File: config.mk
export PLATFORM = sky130hd
export DESIGN_NAME = rgba_density_accumulate
export DESIGN_NICKNAME = d
export VERILOG_FILES = /design/src/rtl/rda_pkg.sv /design/src/rtl/rda_lane.sv /design/src/rtl/rda_seq.sv /design/src/rtl/rgba_density_accumulate.sv
export SDC_FILE = /design/constraint.sdc
export NUM_CORES = 2
export LEC_CHECK = 0
export ABC_AREA = 1
export ABC_CLOCK_PERIOD_IN_PS = 11300
export BUFFER_PORTS_ARGS = -buffer_cell sky130_fd_sc_hd__buf_2
export CORE_AREA = 2 2 420 422
export DETAILED_ROUTE_END_ITERATION = 12
export DIE_AREA = 0 0 422 424
export MAX_ROUTING_LAYER = met4
export PLACE_DENSITY = 0.73
export SLEW_MARGIN = 20
export SYNTH_ARGS = -nofsm -noshare
export SYNTH_HDL_FRONTEND = slang
export SYNTH_SLANG_ARGS = --single-unit
File: constraint.sdc
create_clock -name clock -period 11.3 [get_ports clock]
set_clock_uncertainty 0.2 [all_clocks]
set_input_delay 0 -clock clock [delete_from_list [all_inputs] [get_ports clock]]
set_output_delay 0 -clock clock [all_outputs]
set_load 0.01 [all_outputs]
File: src/rtl/rda_pkg.sv
// ============================================================================
// RGBA density accumulate package
// Shared constants, operation codes and types for the density layering block.
// ============================================================================
package rda_pkg;

   localparam int MAX_WHOLE_DEF = 15;
   localparam int FRAC_BITS_DEF = 16;

   localparam int WHOLE_W = 4;
   localparam int DF_BITS = 16;

   localparam logic [DF_BITS:0]   DF_ONE  = 17'h10000;
   localparam logic [DF_BITS-1:0] DF_HALF = 16'h8000;

   localparam logic [WHOLE_W-1:0] WHOLE_RESET = 4'd1;
   localparam logic [DF_BITS-1:0] FRAC_RESET  = 16'd0;

   typedef logic [0:0] csr_index_type;
   localparam csr_index_type REG_DENSITY_WHOLE = 1'b0;
   localparam csr_index_type REG_DENSITY_FRAC  = 1'b1;

   typedef logic [3:0] op_type;
   localparam op_type OP_HOLD   = 4'd0;
   localparam op_type OP_LOAD   = 4'd1;
   localparam op_type OP_LAYER  = 4'd2;
   localparam op_type OP_NEXT   = 4'd3;
   localparam op_type OP_KEEP   = 4'd4;
   localparam op_type OP_MIX    = 4'd5;
   localparam op_type OP_SCALE  = 4'd6;
   localparam op_type OP_ZERO   = 4'd7;
   localparam op_type OP_CLAMP  = 4'd8;
   localparam op_type OP_BLEND1 = 4'd9;
   localparam op_type OP_BLEND2 = 4'd10;

endpackage

File: src/rtl/rda_lane.sv
// ============================================================================
// RGBA density accumulate channel lane
// One multiply-add unit and its working registers for one color channel.
// ============================================================================
module rda_lane
   import rda_pkg::*;
#(
   parameter int MAX_WHOLE = MAX_WHOLE_DEF,
   parameter int FRAC_BITS = FRAC_BITS_DEF
) (
   input  logic                 clock,
   input  op_type               op,
   input  logic [FRAC_BITS:0]   src,
   input  logic [FRAC_BITS:0]   trans,
   input  logic [FRAC_BITS:0]   wgt,
   input  logic [DF_BITS-1:0]   frac,
   output logic [FRAC_BITS:0]   result
);

   localparam int CH_W  = FRAC_BITS + 1;
   localparam int ACC_W = CH_W + $clog2(MAX_WHOLE + 2);
   localparam int B_W   = (CH_W > DF_BITS + 1) ? CH_W : DF_BITS + 1;
   localparam int P_W   = ACC_W + B_W;
   localparam int S_W   = P_W + 1;

   localparam logic [CH_W-1:0]  ONE       = {1'b1, {FRAC_BITS{1'b0}}};
   localparam logic [ACC_W-1:0] ONE_A     = ACC_W'(ONE);
   localparam logic [S_W-1:0]   ONE_S     = S_W'(ONE);
   localparam logic [S_W-1:0]   HALF_S    = S_W'(1) << (FRAC_BITS - 1);
   localparam logic [S_W-1:0]   DF_HALF_S = S_W'(DF_HALF);

   logic [ACC_W-1:0] acc_ff, acc_in;
   logic [ACC_W-1:0] nxt_ff, nxt_in;
   logic [S_W-1:0]   sum_ff, sum_in;
   logic [CH_W-1:0]  orig_ff, orig_in;

   logic [ACC_W-1:0] mul_a;
   logic [B_W-1:0]   mul_b;
   logic [P_W-1:0]   prod;
   logic [S_W-1:0]   rnd_q;
   logic [S_W-1:0]   mix_q;
   logic [S_W-1:0]   blend_q;
   logic [S_W-1:0]   scale_q;

   always_comb begin
      mul_a = acc_ff;
      mul_b = B_W'(trans);
      case (op)
         OP_KEEP: begin
            mul_b = B_W'(DF_ONE) - B_W'(frac);
         end
         OP_MIX: begin
            mul_a = nxt_ff;
            mul_b = B_W'(frac);
         end
         OP_SCALE: begin
            mul_a = ACC_W'(orig_ff);
            mul_b = B_W'(frac);
         end
         OP_BLEND1: begin
            mul_b = B_W'(wgt);
         end
         OP_BLEND2: begin
            mul_a = ACC_W'(orig_ff);
            mul_b = B_W'(ONE) - B_W'(wgt);
         end
         default: begin
            mul_a = acc_ff;
            mul_b = B_W'(trans);
         end
      endcase
   end

   assign prod    = P_W'(mul_a) * P_W'(mul_b);
   assign rnd_q   = (S_W'(prod) + HALF_S) >> FRAC_BITS;
   assign mix_q   = (sum_ff + S_W'(prod) + DF_HALF_S) >> DF_BITS;
   assign scale_q = (S_W'(prod) + DF_HALF_S) >> DF_BITS;
   assign blend_q = (sum_ff + S_W'(prod) + HALF_S) >> FRAC_BITS;

   always_comb begin
      acc_in  = acc_ff;
      nxt_in  = nxt_ff;
      sum_in  = sum_ff;
      orig_in = orig_ff;
      case (op)
         OP_LOAD: begin
            orig_in = src;
            acc_in  = ACC_W'(src);
         end
         OP_LAYER: begin
            acc_in = ACC_W'(rnd_q) + ACC_W'(orig_ff);
         end
         OP_NEXT: begin
            nxt_in = ACC_W'(rnd_q) + ACC_W'(orig_ff);
         end
         OP_KEEP: begin
            sum_in = S_W'(prod);
         end
         OP_MIX: begin
            acc_in = ACC_W'(mix_q);
         end
         OP_SCALE: begin
            acc_in = ACC_W'(scale_q);
         end
         OP_ZERO: begin
            acc_in = '0;
         end
         OP_CLAMP: begin
            acc_in = (acc_ff > ONE_A) ? ONE_A : acc_ff;
         end
         OP_BLEND1: begin
            sum_in = S_W'(prod);
         end
         OP_BLEND2: begin
            acc_in = (blend_q > ONE_S) ? ONE_A : ACC_W'(blend_q);
         end
         default: begin
            acc_in = acc_ff;
         end
      endcase
   end

   always_ff @(posedge clock) begin
      acc_ff  <= acc_in;
      nxt_ff  <= nxt_in;
      sum_ff  <= sum_in;
      orig_ff <= orig_in;
   end

   assign result = acc_ff[CH_W-1:0];

endmodule

File: src/rtl/rda_seq.sv
// ============================================================================
// RGBA density accumulate sequencer
// Steps the channel lanes through the layering, fraction, clamp and blend.
// ============================================================================
module rda_seq
   import rda_pkg::*;
#(
   parameter int MAX_WHOLE = MAX_WHOLE_DEF,
   parameter int FRAC_BITS = FRAC_BITS_DEF
) (
   input  logic                 clock,
   input  logic                 reset,
   input  logic                 start,
   input  logic [WHOLE_W-1:0]   density_whole,
   input  logic [DF_BITS-1:0]   density_frac,
   input  logic [FRAC_BITS:0]   alpha,
   input  logic [FRAC_BITS:0]   weight,
   input  logic                 ref_present,
   input  logic                 last_pixel,
   output logic                 busy,
   output op_type               op,
   output logic [FRAC_BITS:0]   trans,
   output logic [FRAC_BITS:0]   wgt,
   output logic                 rsp_valid,
   output logic                 last_out
);

   localparam int CH_W  = FRAC_BITS + 1;
   localparam int CNT_W = $clog2(MAX_WHOLE + 1);
   localparam int W_W   = (CNT_W > WHOLE_W) ? CNT_W : WHOLE_W;

   localparam logic [CH_W-1:0] ONE = {1'b1, {FRAC_BITS{1'b0}}};

   localparam logic [3:0] S_IDLE   = 4'd0;
   localparam logic [3:0] S_LOOP   = 4'd1;
   localparam logic [3:0] S_NEXT   = 4'd2;
   localparam logic [3:0] S_KEEP   = 4'd3;
   localparam logic [3:0] S_MIX    = 4'd4;
   localparam logic [3:0] S_SCALE  = 4'd5;
   localparam logic [3:0] S_ZERO   = 4'd6;
   localparam logic [3:0] S_CLAMP  = 4'd7;
   localparam logic [3:0] S_BLEND1 = 4'd8;
   localparam logic [3:0] S_BLEND2 = 4'd9;

   logic [3:0]       state_ff, state_in;
   logic [CNT_W-1:0] cnt_ff, cnt_in;
   logic [CH_W-1:0]  trans_ff, trans_in;
   logic [CH_W-1:0]  wgt_ff, wgt_in;
   logic             ref_ff, ref_in;
   logic             last_ff, last_in;
   logic             rsp_valid_ff, rsp_valid_in;

   logic [W_W-1:0]   whole_ext;
   logic [W_W-1:0]   whole_sat;
   logic [3:0]       after_loop;
   logic             take;

   assign take       = start && (state_ff == S_IDLE);
   assign whole_ext  = W_W'(density_whole);
   assign whole_sat  = (whole_ext > W_W'(MAX_WHOLE)) ? W_W'(MAX_WHOLE) : whole_ext;
   assign after_loop = (density_frac != '0) ? S_NEXT : S_CLAMP;

   always_comb begin
      state_in     = state_ff;
      cnt_in       = cnt_ff;
      trans_in     = trans_ff;
      wgt_in       = wgt_ff;
      ref_in       = ref_ff;
      last_in      = last_ff;
      rsp_valid_in = 1'b0;
      op           = OP_HOLD;
      case (state_ff)
         S_IDLE: begin
            if (start) begin
               op       = OP_LOAD;
               trans_in = (alpha > ONE) ? '0 : ONE - alpha;
               wgt_in   = (weight > ONE) ? ONE : weight;
               ref_in   = ref_present;
               last_in  = last_pixel;
               cnt_in   = CNT_W'(whole_sat - W_W'(1));
               if (whole_sat == '0) begin
                  state_in = (density_frac != '0) ? S_SCALE : S_ZERO;
               end else if (whole_sat == W_W'(1)) begin
                  state_in = after_loop;
               end else begin
                  state_in = S_LOOP;
               end
            end
         end
         S_LOOP: begin
            op     = OP_LAYER;
            cnt_in = cnt_ff - CNT_W'(1);
            if (cnt_ff == CNT_W'(1)) begin
               state_in = after_loop;
            end
         end
         S_NEXT: begin
            op       = OP_NEXT;
            state_in = S_KEEP;
         end
         S_KEEP: begin
            op       = OP_KEEP;
            state_in = S_MIX;
         end
         S_MIX: begin
            op       = OP_MIX;
            state_in = S_CLAMP;
         end
         S_SCALE: begin
            op       = OP_SCALE;
            state_in = S_CLAMP;
         end
         S_ZERO: begin
            op       = OP_ZERO;
            state_in = S_CLAMP;
         end
         S_CLAMP: begin
            op = OP_CLAMP;
            if (ref_ff) begin
               state_in = S_BLEND1;
            end else begin
               state_in     = S_IDLE;
               rsp_valid_in = 1'b1;
            end
         end
         S_BLEND1: begin
            op       = OP_BLEND1;
            state_in = S_BLEND2;
         end
         S_BLEND2: begin
            op           = OP_BLEND2;
            state_in     = S_IDLE;
            rsp_valid_in = 1'b1;
         end
         default: begin
            state_in = S_IDLE;
         end
      endcase
   end

   always_ff @(posedge clock) begin
      if (reset) begin
         state_ff     <= S_IDLE;
         rsp_valid_ff <= 1'b0;
      end else begin
         state_ff     <= state_in;
         rsp_valid_ff <= rsp_valid_in;
      end
      cnt_ff   <= cnt_in;
      trans_ff <= trans_in;
      wgt_ff   <= wgt_in;
      ref_ff   <= ref_in;
      last_ff  <= last_in;
   end

   assign busy      = (state_ff != S_IDLE);
   assign trans     = trans_ff;
   assign wgt       = wgt_ff;
   assign rsp_valid = rsp_valid_ff;
   assign last_out  = last_ff;

`ifndef NO_ASSERTIONS
   a_take_goes_busy: assert property (@(posedge clock) disable iff (reset)
      take |=> busy)
      else $error("Accepted word did not start the sequence.");
   a_loop_count_live: assert property (@(posedge clock) disable iff (reset)
      (state_ff == S_LOOP) |-> (cnt_ff != '0))
      else $error("Layer loop entered with an exhausted count.");
`endif

endmodule

File: src/rtl/rgba_density_accumulate.sv
// ============================================================================
// RGBA density accumulate
// Layers each channel of an RGBA pixel over itself by a programmed density.
// ============================================================================
// A word is taken on req_* at a clock edge where start is high and busy is
// low. busy then stays high while the four channel lanes, each with its own
// multiplier, work through the word under one sequencer. The result appears
// on rsp_* for exactly one cycle with rsp_valid high; the receiver cannot
// hold it off, and busy is already low in that cycle, so the next word can be
// taken at the same edge that takes the result.
// After the accepting edge the sequencer runs (whole - 1) layer steps,
// then three fraction steps for a nonzero fraction (or one scale or zero
// step when whole is zero), then one clamp step, then two blend steps when
// ref_present is set; whole is density_whole limited to MAX_WHOLE.
// The layer loop is the long part: each step needs the previous product.
// csr_* writes density_whole (index 0) and density_frac (index 1); write them
// only while no word is in flight. Reset returns to idle with density 1.0.
// ============================================================================
module rgba_density_accumulate
   import rda_pkg::*;
#(
   parameter int MAX_WHOLE = MAX_WHOLE_DEF,
   parameter int FRAC_BITS = FRAC_BITS_DEF
) (
   input  logic                 clock,
   input  logic                 reset,
   input  logic                 start,
   output logic                 busy,
   input  logic [FRAC_BITS:0]   req_red_in,
   input  logic [FRAC_BITS:0]   req_green_in,
   input  logic [FRAC_BITS:0]   req_blue_in,
   input  logic [FRAC_BITS:0]   req_alpha_in,
   input  logic [FRAC_BITS:0]   req_ref_weight,
   input  logic                 req_ref_present,
   input  logic                 req_last_pixel,
   output logic                 rsp_valid,
   output logic [FRAC_BITS:0]   rsp_red_out,
   output logic [FRAC_BITS:0]   rsp_green_out,
   output logic [FRAC_BITS:0]   rsp_blue_out,
   output logic [FRAC_BITS:0]   rsp_alpha_out,
   output logic                 rsp_last_pixel_out,
   input  logic                 csr_write_en,
   input  csr_index_type        csr_index,
   input  logic [DF_BITS-1:0]   csr_wdata
);

   localparam logic [FRAC_BITS:0] ONE = {1'b1, {FRAC_BITS{1'b0}}};

   logic [WHOLE_W-1:0]  density_whole_ff, density_whole_in;
   logic [DF_BITS-1:0]  density_frac_ff, density_frac_in;

   op_type              op;
   logic [FRAC_BITS:0]  trans;
   logic [FRAC_BITS:0]  wgt;

   always_comb begin
      density_whole_in = density_whole_ff;
      density_frac_in  = density_frac_ff;
      if (csr_write_en) begin
         case (csr_index)
            REG_DENSITY_WHOLE: density_whole_in = csr_wdata[WHOLE_W-1:0];
            REG_DENSITY_FRAC:  density_frac_in  = csr_wdata;
            default: begin
               density_whole_in = density_whole_ff;
            end
         endcase
      end
   end

   always_ff @(posedge clock) begin
      if (reset) begin
         density_whole_ff <= WHOLE_RESET;
         density_frac_ff  <= FRAC_RESET;
      end else begin
         density_whole_ff <= density_whole_in;
         density_frac_ff  <= density_frac_in;
      end
   end

   rda_seq #(
      .MAX_WHOLE (MAX_WHOLE),
      .FRAC_BITS (FRAC_BITS)
   ) u_seq (
      .clock         (clock),
      .reset         (reset),
      .start         (start),
      .density_whole (density_whole_ff),
      .density_frac  (density_frac_ff),
      .alpha         (req_alpha_in),
      .weight        (req_ref_weight),
      .ref_present   (req_ref_present),
      .last_pixel    (req_last_pixel),
      .busy          (busy),
      .op            (op),
      .trans         (trans),
      .wgt           (wgt),
      .rsp_valid     (rsp_valid),
      .last_out      (rsp_last_pixel_out)
   );

   rda_lane #(
      .MAX_WHOLE (MAX_WHOLE),
      .FRAC_BITS (FRAC_BITS)
   ) u_lane_red (
      .clock  (clock),
      .op     (op),
      .src    (req_red_in),
      .trans  (trans),
      .wgt    (wgt),
      .frac   (density_frac_ff),
      .result (rsp_red_out)
   );

   rda_lane #(
      .MAX_WHOLE (MAX_WHOLE),
      .FRAC_BITS (FRAC_BITS)
   ) u_lane_green (
      .clock  (clock),
      .op     (op),
      .src    (req_green_in),
      .trans  (trans),
      .wgt    (wgt),
      .frac   (density_frac_ff),
      .result (rsp_green_out)
   );

   rda_lane #(
      .MAX_WHOLE (MAX_WHOLE),
      .FRAC_BITS (FRAC_BITS)
   ) u_lane_blue (
      .clock  (clock),
      .op     (op),
      .src    (req_blue_in),
      .trans  (trans),
      .wgt    (wgt),
      .frac   (density_frac_ff),
      .result (rsp_blue_out)
   );

   rda_lane #(
      .MAX_WHOLE (MAX_WHOLE),
      .FRAC_BITS (FRAC_BITS)
   ) u_lane_alpha (
      .clock  (clock),
      .op     (op),
      .src    (req_alpha_in),
      .trans  (trans),
      .wgt    (wgt),
      .frac   (density_frac_ff),
      .result (rsp_alpha_out)
   );

`ifndef NO_ASSERTIONS
   a_rsp_when_idle: assert property (@(posedge clock) disable iff (reset)
      rsp_valid |-> !busy)
      else $error("Result word shown while the block is still busy.");
   a_busy_ends_in_rsp: assert property (@(posedge clock) disable iff (reset)
      $fell(busy) |-> rsp_valid)
      else $error("Sequence ended without a result word.");
   a_rsp_single: assert property (@(posedge clock) disable iff (reset)
      rsp_valid |=> !rsp_valid)
      else $error("Result strobe held for more than one cycle.");
   a_rsp_clamped: assert property (@(posedge clock) disable iff (reset)
      rsp_valid |-> (rsp_red_out <= ONE) && (rsp_green_out <= ONE) &&
                    (rsp_blue_out <= ONE) && (rsp_alpha_out <= ONE))
      else $error("Result channel above one.");
`endif

endmodule

== Yosys cells after proc, flatten, opt, wreduce, memory -nomap -nowiden ==
Index checks and enable logic that the tools add are counted.
Word-level totals
  register bits: 465
  input bits: 108
  logic and storage cells: 140
Operators by class
  bitwise gates (word level): 1
  order comparisons: 11
  add/sub/neg operators: 21
  multiplexer cells: 32
  multipliers: 4
  eq/ne operators: 27
  reduce and logical (&&, ||, !) cells: 19
Operators by type and width (count)
  case mux 22 bit (7 select lines): 4
  2-to-1 mux 22 bit: 8
  case mux 22 bit (2 select lines): 4
  adder 39 x 39 -> 40 bit: 4
  adder 40 x 16 -> 40 bit, second input constant: 4
  multiplier 22 x 17 -> 39 bit: 4
  adder 38 x 16 -> 38 bit, second input constant: 4
  greater-than comparator 24 x 17 -> 1 bit, second input constant: 4
  adder 22 x 17 -> 22 bit: 4
  greater-than comparator 22 x 17 -> 1 bit, second input constant: 4
  case mux 17 bit (4 select lines): 1
  case mux 4 bit (10 select lines): 1
  greater-than comparator 17 bit, second input constant: 2
  subtractor 17 bit, first input constant: 2
  equality test 4 x 3 -> 1 bit, second input constant: 8
  2-to-1 mux 4 bit: 7
  case mux 4 bit (7 select lines): 1
  equality test 4 bit, second input constant: 5
  AND reduction 2 bit: 9
  subtractor 17 x 16 -> 17 bit, first input constant: 1
  equality test 4 x 1 -> 1 bit, second input constant: 4
  equality test 4 x 2 -> 1 bit, second input constant: 4
  nonzero test 16 bit: 1
  logical NOT 4 bit: 2
  15 further kinds: 23

== Logic depth before layout (Yosys ltp) ==
  depth after elaboration: 11
  gate-level depth with buffers: 70
  depth with buffers taken out: 69

== Modules after synthesis ==
Synthesis repeated with hierarchy kept, for this count alone.
Unflattened totals
  cell total of the unflattened synthesis: 11965
  area total of the unflattened synthesis: 90890.9 sq um
By module, submodules not included
  rda_lane at u_lane_alpha: area an instance 22023.6 sq um, seq. area each 3002.9 sq um, instances 1, cells each 2921
  rda_lane at u_lane_blue: area an instance 21979.8 sq um, seq. area each 3002.9 sq um, instances 1, cells each 2888
  rda_lane at u_lane_red: area an instance 21971.1 sq um, seq. area each 3002.9 sq um, instances 1, cells each 2914
  rda_lane at u_lane_green: area an instance 21712.1 sq um, seq. area each 3002.9 sq um, instances 1, cells each 2864
  rda_seq: area an instance 2444.8 sq um, seq. area each 1301.2 sq um, instances 1, cells each 280
  rgba_density_accumulate: area an instance 759.5 sq um, seq. area each 400.4 sq um, instances 1, cells each 98

== Worst setup path before layout ==
Ideal clock, no wire load.
  kind: flip-flop to flip-flop
  start: register u_seq.state_ff[0]
  end: register u_lane_red.nxt_ff[21] (data pin)
  clock period less this slack: 10505 ps
  arrival: 10050 ps
  path buffers: 2
  data required time: 10845 ps
  stages on the path, launching flop included: 63
  setup slack: 795 ps
  cell sequence: dfxtp_1 -> inv_2 -> nor2_4 -> nand2_4 -> buf_6 -> mux2i_1 -> ha_1 -> inv_1 -> nor2_1 -> inv_1 -> nor3_4 -> nand2_1 -> nor2_1 -> nand2_1 -> nor3_2 -> nand2_1 -> xor2_1 -> o221ai_1 -> [27 not listed] -> nor2_1 -> xor2_1 -> inv_1 -> ha_1 -> nand2_1 -> inv_1 -> nand2_1 -> o21ai_0 -> nand2_1 -> inv_1 -> o21ai_0 -> nand2_1 -> nand3_1 -> o21ai_0 -> nand3_1 -> nor2_1 -> nand3b_1 -> and2_1
Between the ends
  longest elaborated chain between the ends: 8
  elaborated cells between the ends (all ways): 23
RTL lines
  from (decl): line rda_seq.sv:45  | logic [3:0] state_ff, state_in;
  from (signal assigned): line rda_seq.sv:146  | state_ff <= state_in;
  equality test 4 bit, or another cell as far along: line rda_seq.sv:72  | case (state_ff)
  case mux 4 bit (10 select lines) *: line rda_seq.sv:72
  equality test 4 x 3 -> 1 bit or equality test 4 bit (tied branches): line rda_lane.sv:48  | case (op)
  OR reduction 2 bit (no source line)
  case mux 17 bit (4 select lines) or case mux 22 bit (2 select lines) (tied branches): line rda_lane.sv:48
  multiplier 22 x 17 -> 39 bit *: line rda_lane.sv:74  | assign prod = P_W'(mul_a) * P_W'(mul_b);
  via u_lane_red.prod[18]: line rda_lane.sv:39  | logic [P_W-1:0] prod;
  adder 38 x 16 -> 38 bit *: line rda_lane.sv:75  | assign rnd_q = (S_W'(prod) + HALF_S) >> FRAC_BITS;
  adder 22 x 17 -> 22 bit *: line rda_lane.sv:94  | nxt_in = ACC_W'(rnd_q) + ACC_W'(orig_ff);
  to (signal assigned): line rda_lane.sv:125  | nxt_ff <= nxt_in;
  to (decl): line rda_lane.sv:33  | logic [ACC_W-1:0] nxt_ff, nxt_in;
The timed path passes the listed nets; every way through them passes the cells marked *.
A chain may end at the register's enable or synchronous reset.

== Final worst setup path ==
  start: register u_seq.state_ff[0]
  end: register u_lane_green.acc_ff[12] (data pin)
Between the ends
  longest elaborated chain between the ends: 11
  elaborated cells between the ends (all ways): 32
RTL lines
  equality test 4 bit, or another cell as far along: line rda_seq.sv:72
  case mux 4 bit (10 select lines) *: line rda_seq.sv:72
  equality test 4 x 3 -> 1 bit or equality test 4 bit (tied branches): line rda_lane.sv:48
  OR reduction 2 bit (no source line)
  case mux 17 bit (4 select lines) or case mux 22 bit (2 select lines) (tied branches): line rda_lane.sv:48
  multiplier 22 x 17 -> 39 bit *: line rda_lane.sv:74
  via u_lane_green.prod[24]: line rda_lane.sv:39
  adder 39 x 39 -> 40 bit: line rda_lane.sv:76  | assign mix_q = (sum_ff + S_W'(prod) + DF_HALF_S) >> DF_BITS;
  adder 40 x 16 -> 40 bit: line rda_lane.sv:76
  greater-than comparator 24 x 17 -> 1 bit: line rda_lane.sv:115  | acc_in = (blend_q > ONE_S) ? ONE_A : ACC_W'(blend_q);
  2-to-1 mux 22 bit: line rda_lane.sv:115
  case mux 22 bit (7 select lines) *: line rda_lane.sv:85  | case (op)
  via u_lane_green.acc_in[12]: line rda_lane.sv:32  | logic [ACC_W-1:0] acc_ff, acc_in;
  to (signal assigned): line rda_lane.sv:124  | acc_ff <= acc_in;
  to (decl): line rda_lane.sv:32
Marked as above.

==> flow_metrics.tcl <==
set metrics [dict create \
    fmax_mhz 89.07 \
    mostFrequentLayoutCell "inv_1" \
    worst_pin_slew_ps 1146 \
    track_usage 0.3679 \
    yosysUniqueCellTypes 62 \
    period_share 0.9936 \
    grt_antenna_before_repair 11 \
    rsz0062_at_grt "true" \
    die_w_um 422 \
    ant_nets 0 \
    cts_tree "yes" \
    yosysWarnings 0 \
    syn_area_sq_um 86700 \
    slew_headroom 0.2312 \
    htreeDepth 2 \
    maxSlewViolCount 0 \
    layout_common_cells "inv_1 (2499), nand2_1 (2175), buf_4 (1424)" \
    port_buffers 178 \
    wire_per_inst_um 21.42 \
    fin_nets 14995 \
    slowest_delay_ps 520 \
    setup_viol 0 \
    period_minus_slack_ps 11230 \
    first_pass_iters 9 \
    insertion_delay_ps 720 \
    post-route-drc-count 0 \
    cts_max_path_buffers 3 \
    drt_wl_total_um 326700 \
    dpl.hpwl_um 262100 \
    status "finished, final reports clean" \
    cp.required_ps 11640 \
    r2r_slack_ps 70 \
    syn_to_final_growth_pct 25.60 \
    first_iter_violations 7876 \
    setup_tns_ps 0 \
    rows 154 \
    hold_viol 0 \
    grt_first_pass_wirelength_um 491900 \
    synthArstFlopShare 0 \
    vias_per_cell 5.499 \
    final_cell_area_sq_um 108900 \
    synth_ff_type "edfxtp_1" \
    synthesis.nets 13388 \
    path_clk_slew_ps 60 \
    cts_buffers 60 \
    end_kind "register" \
    startpoint_type "register" \
    pin_count 179 \
    synth-edff-count 440 \
    die-area_sq_um 178900 \
    maxCapViolCount 0 \
    postPlaceCellArea_sq_um 100400 \
    vias 83876 \
    crit_fanout 8 \
    die_y_um 424 \
    holdCritPathClass "input pin to register" \
    routabilityCongestion 1.037 \
    arrival_ps 11560 \
    crit_slowest_cell "fa_1" \
    grt_max_degree 113 \
    clock-sinks 465 \
    grt.overflow.total 0 \
    worstSetupPathType "register to register" \
    grt_pass1_vias 85625 \
    yosys_register_bits 465 \
    yosysSeqAreaShare 0.1582 \
    core_area_sq_um 175000 \
    synthCells 11249 \
    drive_gt1_frac 0.1949 \
    start_util 0.4955 \
    clockRootBuffer "clkbuf_16" \
    syn_avg_cell_area_sq_um 7.707 \
]
## cell usage after synthesis, drive strengths merged (157+ instances only)
library cell,number,share of area
edfxtp,440,0.15
a21oi,468,0.027
clkbuf,217,0.0094
buf,157,0.011
nand2,2266,0.099
o21ai,390,0.023
fa,1200,0.28
ha,831,0.12
inv,2570,0.11
nand4,183,0.013
xor2,192,0.019
nor2,1343,0.059
nand3,272,0.016
## logic make-up after synthesis
| kind of cell | synth area share |
|---|---|
| xor gates and xnor gates | 0.02758 |
| buffers and inverters | 0.1329 |
| and+or+nand+nor | 0.2002 |
| AOI/OAI and AO/OA | 0.08382 |
| adders and majority gates | 0.3970 |
| DFF | 0.1582 |
| muxes | 0.0002309 |
## state kept, by name, summed over array words and instances, names as in the netlist, 22 cells and up
name	flops
u_lane_green.nxt_ff	22
u_lane_red.acc_ff	22
u_lane_alpha.nxt_ff	22
u_lane_red.sum_ff	39
u_lane_alpha.acc_ff	22
u_lane_blue.sum_ff	39
u_lane_green.acc_ff	22
u_lane_green.sum_ff	39
u_lane_red.nxt_ff	22
u_lane_alpha.sum_ff	39
u_lane_blue.nxt_ff	22
u_lane_blue.acc_ff	22
## metrics by stage
step | std cells | worst slack [ps] | util | hold WS [ps]
finish | 15253 | 72.53 | 0.6224 | 10.36
global route | 15251 | -435.3 | 0.6223 | 15.03
CTS | 15171 | 12.51 | 0.5995 | 1.086
detailed placement | 14840 | -530.1 | 0.5740 | -17.31
global placement | 14840 | -473.7 | 0.5740 | -20.56
floorplan | 11249 | 795.2 | - | -130.9
## metal layers
| layer | wire [um] | vias up | share of wire | GRT usage |
|---|---|---|---|---|
| met3 | 27840 | 925 | 0.085 | 0.05505 |
| li1 | - | 38004 | - | - |
| met1 | 130700 | 40957 | 0.40 | 0.4686 |
| met2 | 147300 | 3990 | 0.45 | 0.5734 |
| met5 | 0 | - | 0 | - |
| met4 | 20790 | 0 | 0.064 | 0.1837 |
## final cells by class
type	instances	area, sq um
inverter	2590	9746
timing repair buffer	1919	15470
sequential	465	13720
multi-input combinational	7820	65010
clock buffer	70	1582
clock inverter	43	424.2
tap	2340	2928
fill	15464	66070
antenna	6	15.01
## repair_timing
action / in CTS / in global routing
buffers inserted: 1 / 70
cloned: 0 / 7
hold buffers: 217 / 0
pin swaps: 4 / 143
resized for setup: 58 / 775
endpoints found under the hold margin: 197 / 0
setup endpoints to repair: 83 / 130
## path summary, 6_finish.rpt
kind,startpoint,to,depth (start not counted)
hold reg to reg,density_frac_ff[4],density_frac_ff[4],2
hold / removal,req_green_in[14],u_lane_green.acc_ff[14],4
setup / recovery,u_seq.state_ff[0],u_lane_green.acc_ff[12],61
setup reg to reg,u_seq.state_ff[0],u_lane_green.acc_ff[12],61
## critical path: cells and delay by family, from the launching register on
| family | cells | cell delay (ps) |
|---|---|---|
| AO/OA/AOI/OAI | 10 | 1610 |
| AND/OR/NAND/NOR | 23 | 2680 |
| buffers and inverters | 15 | 1640 |
| multiplexers | 1 | 180 |
| flip-flops | 1 | 340 |
| adder cells (fa/ha/maj) | 10 | 4010 |
| XOR/XNOR | 2 | 390 |
Power is left out: the tool's default activity adds up to more than one toggle a clock period on the data nets, which glitch-free logic cannot reach.
